$ cat src/hw/rtl/rbsi_pkg.sv
// Package with types, constants and the divider step of the ray/box slab test.
package rbsi_pkg;

  localparam int unsigned NUM_AXES   = 3;
  localparam int unsigned COORD_W    = 32;
  localparam int unsigned DIR_W      = 16;
  localparam int unsigned DIR_FRAC   = 14;
  localparam int unsigned NUM_W      = 48;
  localparam int unsigned DEN_W      = 16;
  localparam int unsigned DIV_BITS   = 4;
  localparam int unsigned DIV_STAGES = NUM_W / DIV_BITS;
  // Prep stage, divider stages, lane result, merge, output register.
  localparam int unsigned NUM_STAGES = DIV_STAGES + 4;
  localparam int unsigned IN_W       = 144;
  localparam int unsigned OUT_W      = 72;
  localparam int unsigned CFG_IDX_W  = 3;

  localparam logic signed [COORD_W-1:0] T_MIN = {1'b1, {(COORD_W-1){1'b0}}};
  localparam logic signed [COORD_W-1:0] T_MAX = {1'b0, {(COORD_W-1){1'b1}}};

  typedef enum logic [CFG_IDX_W-1:0] {
    REG_BOX_MIN_X = 3'd0,
    REG_BOX_MIN_Y = 3'd1,
    REG_BOX_MIN_Z = 3'd2,
    REG_BOX_MAX_X = 3'd3,
    REG_BOX_MAX_Y = 3'd4,
    REG_BOX_MAX_Z = 3'd5
  } cfg_reg_e;

  typedef struct packed {
    logic [DEN_W-1:0] rem;
    logic [NUM_W-1:0] num;
    logic [NUM_W-1:0] quo;
  } div_st_t;

  // Several restoring division steps; the remainder stays below the divisor.
  function automatic div_st_t div_steps(div_st_t s_in, logic [DEN_W-1:0] den);
    div_st_t s;
    logic [DEN_W:0] trial;
    s = s_in;
    for (int i = 0; i < DIV_BITS; i++) begin
      trial = {s.rem, s.num[NUM_W-1]};
      s.num = {s.num[NUM_W-2:0], 1'b0};
      if (trial >= {1'b0, den}) begin
        trial = trial - {1'b0, den};
        s.rem = trial[DEN_W-1:0];
        s.quo = {s.quo[NUM_W-2:0], 1'b1};
      end else begin
        s.rem = trial[DEN_W-1:0];
        s.quo = {s.quo[NUM_W-2:0], 1'b0};
      end
    end
    return s;
  endfunction

endpackage

$ cat src/hw/rtl/rbsi_merge.sv
// Merge of the three axes: largest entry, smallest exit, then the hit flag.
module rbsi_merge (
  input  logic                                clk_i,
  input  logic [1:0]                          en_i,
  input  logic signed [rbsi_pkg::COORD_W-1:0] entry_i [rbsi_pkg::NUM_AXES],
  input  logic signed [rbsi_pkg::COORD_W-1:0] exit_i  [rbsi_pkg::NUM_AXES],
  output logic                                hit_o,
  output logic signed [rbsi_pkg::COORD_W-1:0] t_near_o,
  output logic signed [rbsi_pkg::COORD_W-1:0] t_far_o
);
  import rbsi_pkg::*;

  logic signed [COORD_W-1:0] near_d, far_d, near_q, far_q;
  logic signed [COORD_W-1:0] t_near_q, t_far_q;
  logic                      hit_q;

  always_comb begin
    near_d = T_MIN;
    far_d  = T_MAX;
    for (int a = 0; a < NUM_AXES; a++) begin
      if (entry_i[a] > near_d) near_d = entry_i[a];
      if (exit_i[a] < far_d) far_d = exit_i[a];
    end
  end

  always_ff @(posedge clk_i) begin
    if (en_i[0]) begin
      near_q <= near_d;
      far_q  <= far_d;
    end
    if (en_i[1]) begin
      t_near_q <= near_q;
      t_far_q  <= far_q;
      hit_q    <= (far_q > near_q);
    end
  end

  assign hit_o    = hit_q;
  assign t_near_o = t_near_q;
  assign t_far_o  = t_far_q;

endmodule

$ cat config.mk
export PLATFORM = sky130hd
export DESIGN_NAME = rbsi_merge
export DESIGN_NICKNAME = d
export VERILOG_FILES = /design/src/hw/rtl/rbsi_pkg.sv /design/src/hw/rtl/rbsi_merge.sv
export SDC_FILE = /design/constraint.sdc
export NUM_CORES = 1
export LEC_CHECK = 0
export BUFFER_PORTS_ARGS = -buffer_cell sky130_fd_sc_hd__buf_2
export CAP_MARGIN = 20
export CORE_MARGIN = 2
export CORE_UTILIZATION = 54
export DETAILED_ROUTE_END_ITERATION = 8
export PLACE_DENSITY = 0.86
export SYNTH_ARGS = -nofsm -noshare
export SYNTH_HDL_FRONTEND = slang
export SYNTH_SLANG_ARGS = --single-unit
$ cat constraint.sdc
create_clock -name clk_i -period 6.5 [get_ports clk_i]
set_input_delay 0.975 -clock clk_i [delete_from_list [all_inputs] [get_ports clk_i]]
set_output_delay 0.975 -clock clk_i [all_outputs]
set_load 0.05 [all_outputs]
## Word-level counts from Yosys, hierarchy flattened

Index checks and enable logic that the tools add are counted.

| word-level totals | value |
|---|---|
| flip-flop bits (word level) | 129 |
| input bits | 195 |
| output and inout bits | 65 |
| logic and storage cells | 18 |

| operators by class | value |
|---|---|
| order comparisons | 7 |
| muxes and demuxes | 6 |

Operator list:

| operator | number |
|---|---|
| 2-to-1 mux 32 bit | 6 |
| greater-than comparator 32 bit | 3 |
| < comparator 32 bit | 2 |
| greater-than comparator 32 bit (second input constant) | 1 |
| < comparator 32 bit (second input constant) | 1 |

## Longest topological paths before layout

Gate-level depths: netlist of run 1.

| depth | value |
|---|---|
| depth after elaboration | 6 |
| gate-level depth with buffers | 23 |
| gate-level depth less buffers | 20 |

## Worst setup path before layout of run 1

OpenSTA, ideal clock, no wires.

| path | value |
|---|---|
| path type | input port to flip-flop |
| start | input port exit_i[77] (netlist bit) |
| end | register far_q[10] (data pin) |
| setup time | 264 ps |
| data arrival time | 5,202 ps |
| data required time | 6,236 ps |
| slack | 1,033 ps |
| cell stages on the path | 22 |
| path buffers | 3 |
| cells stage by stage | inv_1 -> ha_1 -> a21o_1 -> a21o_1 -> a21oi_1 -> o221ai_1 -> a211oi_2 -> mux2i_2 -> buf_2 -> mux2i_1 -> ha_1 -> a211oi_1 -> o21bai_1 -> a2111oi_0 -> o211ai_1 -> a31oi_1 -> and2b_1 -> nand3_1 -> o211a_1 -> buf_2 -> buf_6 -> mux2i_1 |

| on the way | value |
|---|---|
| cells in the longest elaborated chain, start to end | 6 |

Ends and longest elaborated chain:

| what | line | source |
|---|---|---|
| from (decl) | rbsi_merge.sv:6 | `input logic signed [rbsi_pkg::COORD_W-1:0] exit_i [rbsi_pkg::NUM_AXES],` |
| < comparator 32 bit | rbsi_merge.sv:22 | `if (exit_i[a] < far_d) far_d = exit_i[a];` |
| 2-to-1 mux 32 bit * | rbsi_merge.sv:22 |  |
| < comparator 32 bit | rbsi_merge.sv:22 |  |
| 2-to-1 mux 32 bit * | rbsi_merge.sv:22 |  |
| < comparator 32 bit | rbsi_merge.sv:22 |  |
| 2-to-1 mux 32 bit * | rbsi_merge.sv:22 |  |
| named net far_d[10] | rbsi_merge.sv:13 | `logic signed [COORD_W-1:0] near_d, far_d, near_q, far_q;` |
| to (signal assigned) | rbsi_merge.sv:29 | `far_q <= far_d;` |
| to (decl) | rbsi_merge.sv:13 |  |

Mark *: on every way through the listed nets, which the timed path passes. The rest lies on a longest branch.
A chain may end at the register's enable or synchronous reset.

## Worst setup path in the final report of run 1

| path | value |
|---|---|
| start | input port entry_i[79] (netlist bit) |
| end | register near_q[29] (data pin) |

| on the way | value |
|---|---|
| cells in the longest elaborated chain, start to end | 6 |

Ends and longest elaborated chain:

| what | line | source |
|---|---|---|
| from (decl) | rbsi_merge.sv:5 | `input logic signed [rbsi_pkg::COORD_W-1:0] entry_i [rbsi_pkg::NUM_AXES],` |
| greater-than comparator 32 bit | rbsi_merge.sv:21 | `if (entry_i[a] > near_d) near_d = entry_i[a];` |
| 2-to-1 mux 32 bit * | rbsi_merge.sv:21 |  |
| greater-than comparator 32 bit | rbsi_merge.sv:21 |  |
| 2-to-1 mux 32 bit * | rbsi_merge.sv:21 |  |
| greater-than comparator 32 bit | rbsi_merge.sv:21 |  |
| 2-to-1 mux 32 bit * | rbsi_merge.sv:21 |  |
| named net near_d[29] | rbsi_merge.sv:13 |  |
| to (signal assigned) | rbsi_merge.sv:28 | `near_q <= near_d;` |
| to (decl) | rbsi_merge.sv:13 |  |

Marked as above.

==> summary.json, run 1 <==
{
  "result_of_the_run": "finished, final reports clean",
  "use_met1_pct": 32.3,
  "floorplan.rows": 48,
  "p_leak_nw": 5.98,
  "synth.lib_cells_used.distinct": 46,
  "crit_required_ps": 6720,
  "placedCellCount": 1326,
  "synth-edff-count": 129,
  "p_comb_share_pct": 35.7,
  "utilization_pct": 66.8,
  "worst-r2r-setup-slack_ps": 4010,
  "globalplace.congestion": 0.910,
  "internal_power_mw": 1.99,
  "rsz_0062_raised_after_global_routing": "false",
  "routed_wirelength_mm": 23.4,
  "post_layout_nonfiller_instances": 1355,
  "wl_per_cell_um": 17.3,
  "floorplan.die.width_um": 136,
  "max_clock_freq_mhz": 161,
  "cp-start-kind": "input port",
  "clk_root_buffer_cell": "clkbuf_16",
  "grt_util_all_layers_pct": 26.0,
  "synth_fp_nets": 1198,
  "min_from": "near_q[20]",
  "cts_hold_buf": 0,
  "slew_headroom_pct": 41.1,
  "1st_iter_drt_viols": 319,
  "finalCriticalPeriod_ps": 6220,
  "rr_endpoint": "hit_o",
  "share_clk_of_total_power_pct": 25.8,
  "whs_path_depth": 0,
  "final_antenna_net_count": 0,
  "synth_async_sr_flop_share_pct": 0,
  "p_per_area_nw_per_um2": 263,
  "synth-seq-area-share_pct": 41.5,
  "netlist_instances": 845,
  "grt_first_pass_wirelength_mm": 36.2,
  "switch_pwr_mw": 1.02,
  "setup_viol": 0,
  "yosys_most_used_dff": "edfxtp_1",
  "worst_setup_path_end_kind": "flip-flop",
  "power_mw": 3.01,
  "count_of_warnings_emitted_by_yosys": 0,
  "drt-vias-per-instance": 5.42,
  "area_delta_synth_final_pct": 22.5,
  "num_vias": 7346,
  "number_of_clock_buffers_inserted_by_tritoncts": 17,
  "setup_tns_ps": 0,
  "timing.clock.skew_ps": 6.62,
  "global_route.peak_usage_layer": "met2",
  "cts_num_sinks": 129,
  "gr-usage-met2_pct": 45.8,
  "setup_bufs_post_cts": 0,
  "starting_density_of_the_core_pct": 54.6,
  "postLayoutSetupSlackWorst_ps": 283,
  "r2r.worst_path.cells": 10,
  "port_buffers": 259,
  "dieHeight_um": 136,
  "remaining_drc_errors": 0,
  "ys_seq_elements": 129,
  "cts-root-to-sink-buffers": 2,
  "switching_share_pct": 33.8,
  "worstPathMaxFanout": 20,
  "min_period_over_period_pct": 95.6,
  "tritoncts": "yes",
  "grt_pass1_vias": 7330,
  "core_area_um2": 17100,
  "worst_ep_arrival_time_ps": 6440,
  "synth_area_um2": 9340,
  "final_hold_violation_count": 0,
  "layout.cells.most_common_list": "buf_2 (259), inv_1 (163), ha_1 (158), edfxtp_1 (129), mux2i_1 (126)",
  "antenna_violations_before_repair": 1,
  "worst-setup-path-type": "in2reg",
  "resized_after_cts": 0,
  "grt_start_max_net_pins": 66,
  "hold_path_end": "t_near_o[20]",
  "grt.overflow.total": 0,
  "hold_path.class": "reg2reg",
  "max-cap-violations": 0,
  "grtUsageMet3_pct": 4.45,
  "clock_insertion_delay_at_the_later_pin_of_the_skew_report_ps": 420,
  "ir_worst_vdd_mv": 0.215,
  "reg_to_reg_start": "far_q[17]",
  "postSynthAreaPerCell_um2": 11.1,
  "dp_hpwl_mm": 19.2,
  "seq_power_share_pct": 38.6,
  "drtPass1Iterations": 7,
  "finalNetCount": 1473,
  "cts.clk_slew.worst_paths_ps": 50,
  "number_of_placed_i_o_pins": 260,
  "maxSlewViolCount": 0,
  "placement.setup.worst_slack_ps": 32.5,
  "mostFrequentLayoutCell": "buf_2",
  "worst_pin_slew_ps": 884,
  "final_layout_size_suffix_gt1_share_pct": 26.0,
  "htree_levels": 4,
  "die_area_um2": 18400
}
[worst max-delay path, stage by stage]
cell      delay, ps
buf_2            90
inv_1            40
ha_1            280
nand4_1         180
nor2_1          180
nand2_1         100
a211oi_1        380
o31ai_1         130
and3_1          170
or2_2           360
buf_4           230
mux2i_1         220
ha_1            280
a21o_1          180
a21oi_1         130
nor2b_1          60
o21ai_0         310
a211oi_1        140
nor4b_1         610
o32ai_1         280
a21oi_4         530
buf_12          270
mux2i_1         300
[cell type report]
type	count	area [µm²]
fill	1361	5670
multi-input combinational	538	4780
sequential	129	3870
timing repair buffer	271	1420
inverter	163	612
clock buffer	25	455
tap	225	282
clock inverter	3	12.5
antenna	1	2.50
[power groups by stage]
stage,Clock (mW),Sequential (mW),Combinational [mW]
after global placement,0,1.17,1.03
final,0.776,1.16,1.07
after CTS,0.791,1.16,1.07
after detailed placement,0,1.18,1.06
after global routing,0.825,1.17,1.18
after floorplan,0,1.32,0.577
[state kept, by name, summed over array words and instances, names as in the netlist]
name and cells:
far_q 32, near_q 32, t_far_o 32, t_near_o 32, hit_o 1
[layer usage]
layer	wire length, µm	vias to the layer above
met4	684	0
met2	11700	260
met3	1350	43
met1	9660	3402
li1	-	3641
met5	0	-
[per-stage QoR]
step / hold slack (ps) / area (µm²)
3_3_place_gp: 434 / 11000
4_1_cts: 449 / 11400
2_1_floorplan: 426 / 9340
6_report: 448 / 11400
5_1_grt: 459 / 11400
3_5_place_dp: 434 / 11000
[worst max-delay path by stage]
| stage | depth (start not counted) | end | slack (ps) | startpoint |
|---|---|---|---|---|
| 2_1_floorplan | 22 | far_q[10] | 1030 | exit_i[77] |
| 3_3_place_gp | 23 | near_q[28] | 200 | entry_i[79] |
| 3_5_place_dp | 23 | near_q[29] | 30 | entry_i[79] |
| 4_1_cts | 23 | near_q[29] | 450 | entry_i[79] |
| 5_1_grt | 23 | near_q[29] | 40 | entry_i[79] |
| 6_report | 23 | near_q[29] | 280 | entry_i[79] |
[synth_stat cells (4+ instances only)]
cell type,instances,area (µm²)
a211oi_1,8,60.1
a21o_1,24,180
a21oi_1,39,195
buf_2,10,50.1
edfxtp_1,129,3870
ha_1,158,1980
inv_1,163,612
mux2i_1,126,1260
nand2_1,17,63.8
nand2b_1,5,31.3
nand3_1,17,85.1
nand4_1,29,181
nor2_1,18,67.6
nor2b_1,9,56.3
nor3_1,7,35.0
o211ai_1,5,37.5
o21a_1,9,67.6
o21ai_0,24,120
o21ai_1,4,20.0
[cells by family after synthesis]
kind of cell               count (synthesis)  share of synthesized area (%)
and+or+nand+nor                          115                           6.52
muxes                                    129                           13.9
DFF                                      129                           41.5
AOI/OAI and AO/OA                        136                           9.43
buffers and inverters                    178                           7.53
adders and majority gates                158                           21.2
Power figures use the tool's default switching activity.
==> inputs of run 2 (changes only) <==
--- a/config.mk
+++ b/config.mk
@@ -5,6 +5,7 @@
 export SDC_FILE = /design/constraint.sdc
 export NUM_CORES = 1
 export LEC_CHECK = 0
+export ABC_AREA = 1
 export BUFFER_PORTS_ARGS = -buffer_cell sky130_fd_sc_hd__buf_2
 export CAP_MARGIN = 20
 export CORE_MARGIN = 2
==> run 2 against run 1 <==
Against the previous run: sequential power is 9% higher; routed wire length is 4.5% higher; die area is 0.41% lower; sequential cell count stayed put; combinational power is 15% higher; via count is 12% higher.
==> summary.json, run 2 <==
{
  "grt_pass1_vias": 7972,
  "yosys.area.top_type_share_pct": 41.6,
  "cts_num_sinks": 129,
  "crit_required_ps": 6620,
  "hold_path.class": "reg2reg",
  "mostFrequentLayoutCell": "buf_2",
  "power_mw": 3.46,
  "core_area_um2": 16700,
  "wl_per_cell_um": 15.8,
  "worst_pin_slew_ps": 865,
  "synth_async_sr_flop_share_pct": 0,
  "number_of_clock_buffers_inserted_by_tritoncts": 17,
  "antenna_violations_before_repair": 6,
  "share_clk_of_total_power_pct": 28.3,
  "starting_density_of_the_core_pct": 55.7,
  "max-cap-violations": 0,
  "sum_of_buffers_and_inverters_on_the_critical_path": 5,
  "layout.cells.most_common_list": "buf_2 (259), nand2_1 (257), inv_1 (162), ha_1 (158), edfxtp_1 (129)",
  "1st_iter_drt_viols": 588,
  "floorplan.rows": 47,
  "rsz_0062_raised_after_global_routing": "false",
  "dieHeight_um": 135,
  "cts-root-to-sink-buffers": 2,
  "worst_path_max_delay_cell": "inv_2",
  "ys_seq_elements": 129,
  "synth_fp_nets": 1408,
  "grt_start_max_net_pins": 66,
  "drtPass1Iterations": 5,
  "p_comb_share_pct": 35.4,
  "clock_insertion_delay_at_the_later_pin_of_the_skew_report_ps": 410,
  "netlist_instances": 1055,
  "ir_worst_vdd_mv": 0.219,
  "yosys.cell_count.top_type": "nand2_1",
  "switch_pwr_mw": 1.28,
  "final_layout_size_suffix_gt1_share_pct": 23.1,
  "p_per_area_nw_per_um2": 304,
  "setup_viol": 0,
  "dp_hpwl_mm": 20.2,
  "worst_setup_path_end_kind": "flip-flop",
  "area_delta_synth_final_pct": 22.6,
  "finalNetCount": 1665,
  "cts_hold_buf": 0,
  "seq_power_share_pct": 36.3,
  "num-fill-cells": 1347,
  "internal_power_mw": 2.18,
  "grt.overflow.total": 0,
  "cp_top_family": "compound AO/OA/AOI/OAI gates",
  "number_of_placed_i_o_pins": 260,
  "worstPathMaxFanout": 62,
  "slew_headroom_pct": 42.4,
  "grt_first_pass_wirelength_mm": 38.9,
  "min_period_over_period_pct": 88.0,
  "grt_util_all_layers_pct": 27.7,
  "switching_share_pct": 36.9,
  "worst-setup-path-type": "in2reg",
  "setup_tns_ps": 0,
  "remaining_drc_errors": 0,
  "post_layout_nonfiller_instances": 1550,
  "synth_area_um2": 9300,
  "num_vias": 8232,
  "placedCellCount": 1513,
  "count_of_warnings_emitted_by_yosys": 0,
  "synth-seq-area-share_pct": 41.6,
  "postSynthAreaPerCell_um2": 8.82,
  "maxSlewViolCount": 0,
  "final_hold_violation_count": 0,
  "tritoncts": "yes",
  "resized_after_cts": 0,
  "synth-edff-count": 129,
  "p_leak_nw": 5.84,
  "clk_root_buffer_cell": "clkbuf_16",
  "port_buffers": 259,
  "cp-start-kind": "input port",
  "floorplan.die.width_um": 135,
  "synthDominantAreaCellType": "edfxtp_1",
  "routed_wirelength_mm": 24.5,
  "die_area_um2": 18300,
  "htree_levels": 4,
  "final_antenna_net_count": 0,
  "max_clock_freq_mhz": 175,
  "timing.clock.skew_ps": 6.65,
  "setup_bufs_post_cts": 0,
  "worst_ep_arrival_time_ps": 5840,
  "synth.lib_cells_used.distinct": 42,
  "cts.clk_slew.worst_paths_ps": 60,
  "synth_top_cells_by_count": "nand2_1 (257), inv_1 (162), ha_1 (158)",
  "result_of_the_run": "finished, final reports clean",
  "top_area_cells_in_the_synthesized_netlist": "edfxtp_1 (42%), ha_1 (21%), nand2_1 (10%)",
  "yosys_most_used_dff": "edfxtp_1",
  "finalCriticalPeriod_ps": 5720,
  "globalplace.congestion": 0.917,
  "drt-vias-per-instance": 5.31,
  "cpPeakStageDelay_ps": 650,
  "utilization_pct": 68.3
}
[run 2: changes by cell type in the layout (fill, tap and decap cells not counted), moves of 7 or more]
cell,change
nand2_1,+240
clkbuf_1,-7
a21o_1,-20
o21ai_0,+64
nor2b_1,-9
mux2i_1,-126
a21oi_1,+35
o21ai_1,+24
nand3_1,+35
nand4_1,-21
[run 2: cells by family after synthesis]
| kind of cell | synth area share, % |
|---|---|
| AND/OR/NAND/NOR | 16.5 |
| AO/OA/AOI/OAI | 12.3 |
| buffers and inverters | 8.23 |
| adder cells (fa/ha/maj) | 21.3 |
| flip-flops | 41.6 |
| XOR/XNOR | 0.0942 |
[run 2: per-layer routing]
layer	part of all wire, %	up-vias	track usage [%]	wire [µm]
li1	-	4141	-	-
met4	4.2	4	12.8	1020
met5	0.098	-	0	24
met3	6.6	76	6.14	1620
met1	41	3694	33.2	9970
met2	48	317	47.9	11800
[run 2: cell type report]
cell class	instances	area, µm²	area share (%)
sequential	129	3870	34.0
inverter	164	616	5.40
multi-input combinational	734	4660	40.9
tap	220	275	2.41
antenna	5	12.5	0.110
clock buffer	18	429	3.76
timing repair buffer	266	1350	11.8
clock inverter	14	188	1.65
[run 2: final timing paths]
kind                from         end  slack (ps)  cells after the start
max          entry_i[51]   near_q[7]         780                     26
min             far_q[0]  t_far_o[0]         450                      0
max reg2reg   near_q[15]       hit_o        4160                     12
min reg2reg     far_q[0]  t_far_o[0]         450                      0
[run 2: through the flow]
step | hold WS, ps | instance area [µm²] | setup slack (ps)
after floorplan | 426 | 9300 | 1620
after CTS | 453 | 11400 | 796
final | 454 | 11400 | 779
after detailed placement | 443 | 10800 | 349
after global routing | 467 | 11400 | 87.6
after global placement | 435 | 10800 | 722
[run 2: power by group through the flow]
| stage | logic (mW) | clock network, mW | registers (mW) |
|---|---|---|---|
| after floorplan | 0.671 | 0 | 1.43 |
| after global placement | 1.16 | 0 | 1.27 |
| after detailed placement | 1.21 | 0 | 1.27 |
| after CTS | 1.22 | 0.990 | 1.26 |
| after global routing | 1.39 | 1.03 | 1.27 |
| final | 1.23 | 0.981 | 1.26 |
[run 2: worst register-to-register path, delay by kind of cell (launching register included)]
| kind | cells | cell delay (ps) |
|---|---|---|
| simple gates | 6 | 880 |
| flops | 1 | 380 |
| fa+ha+maj | 1 | 290 |
| compound gates | 2 | 240 |
| xor+xnor | 1 | 150 |
| buf+inv | 2 | 130 |
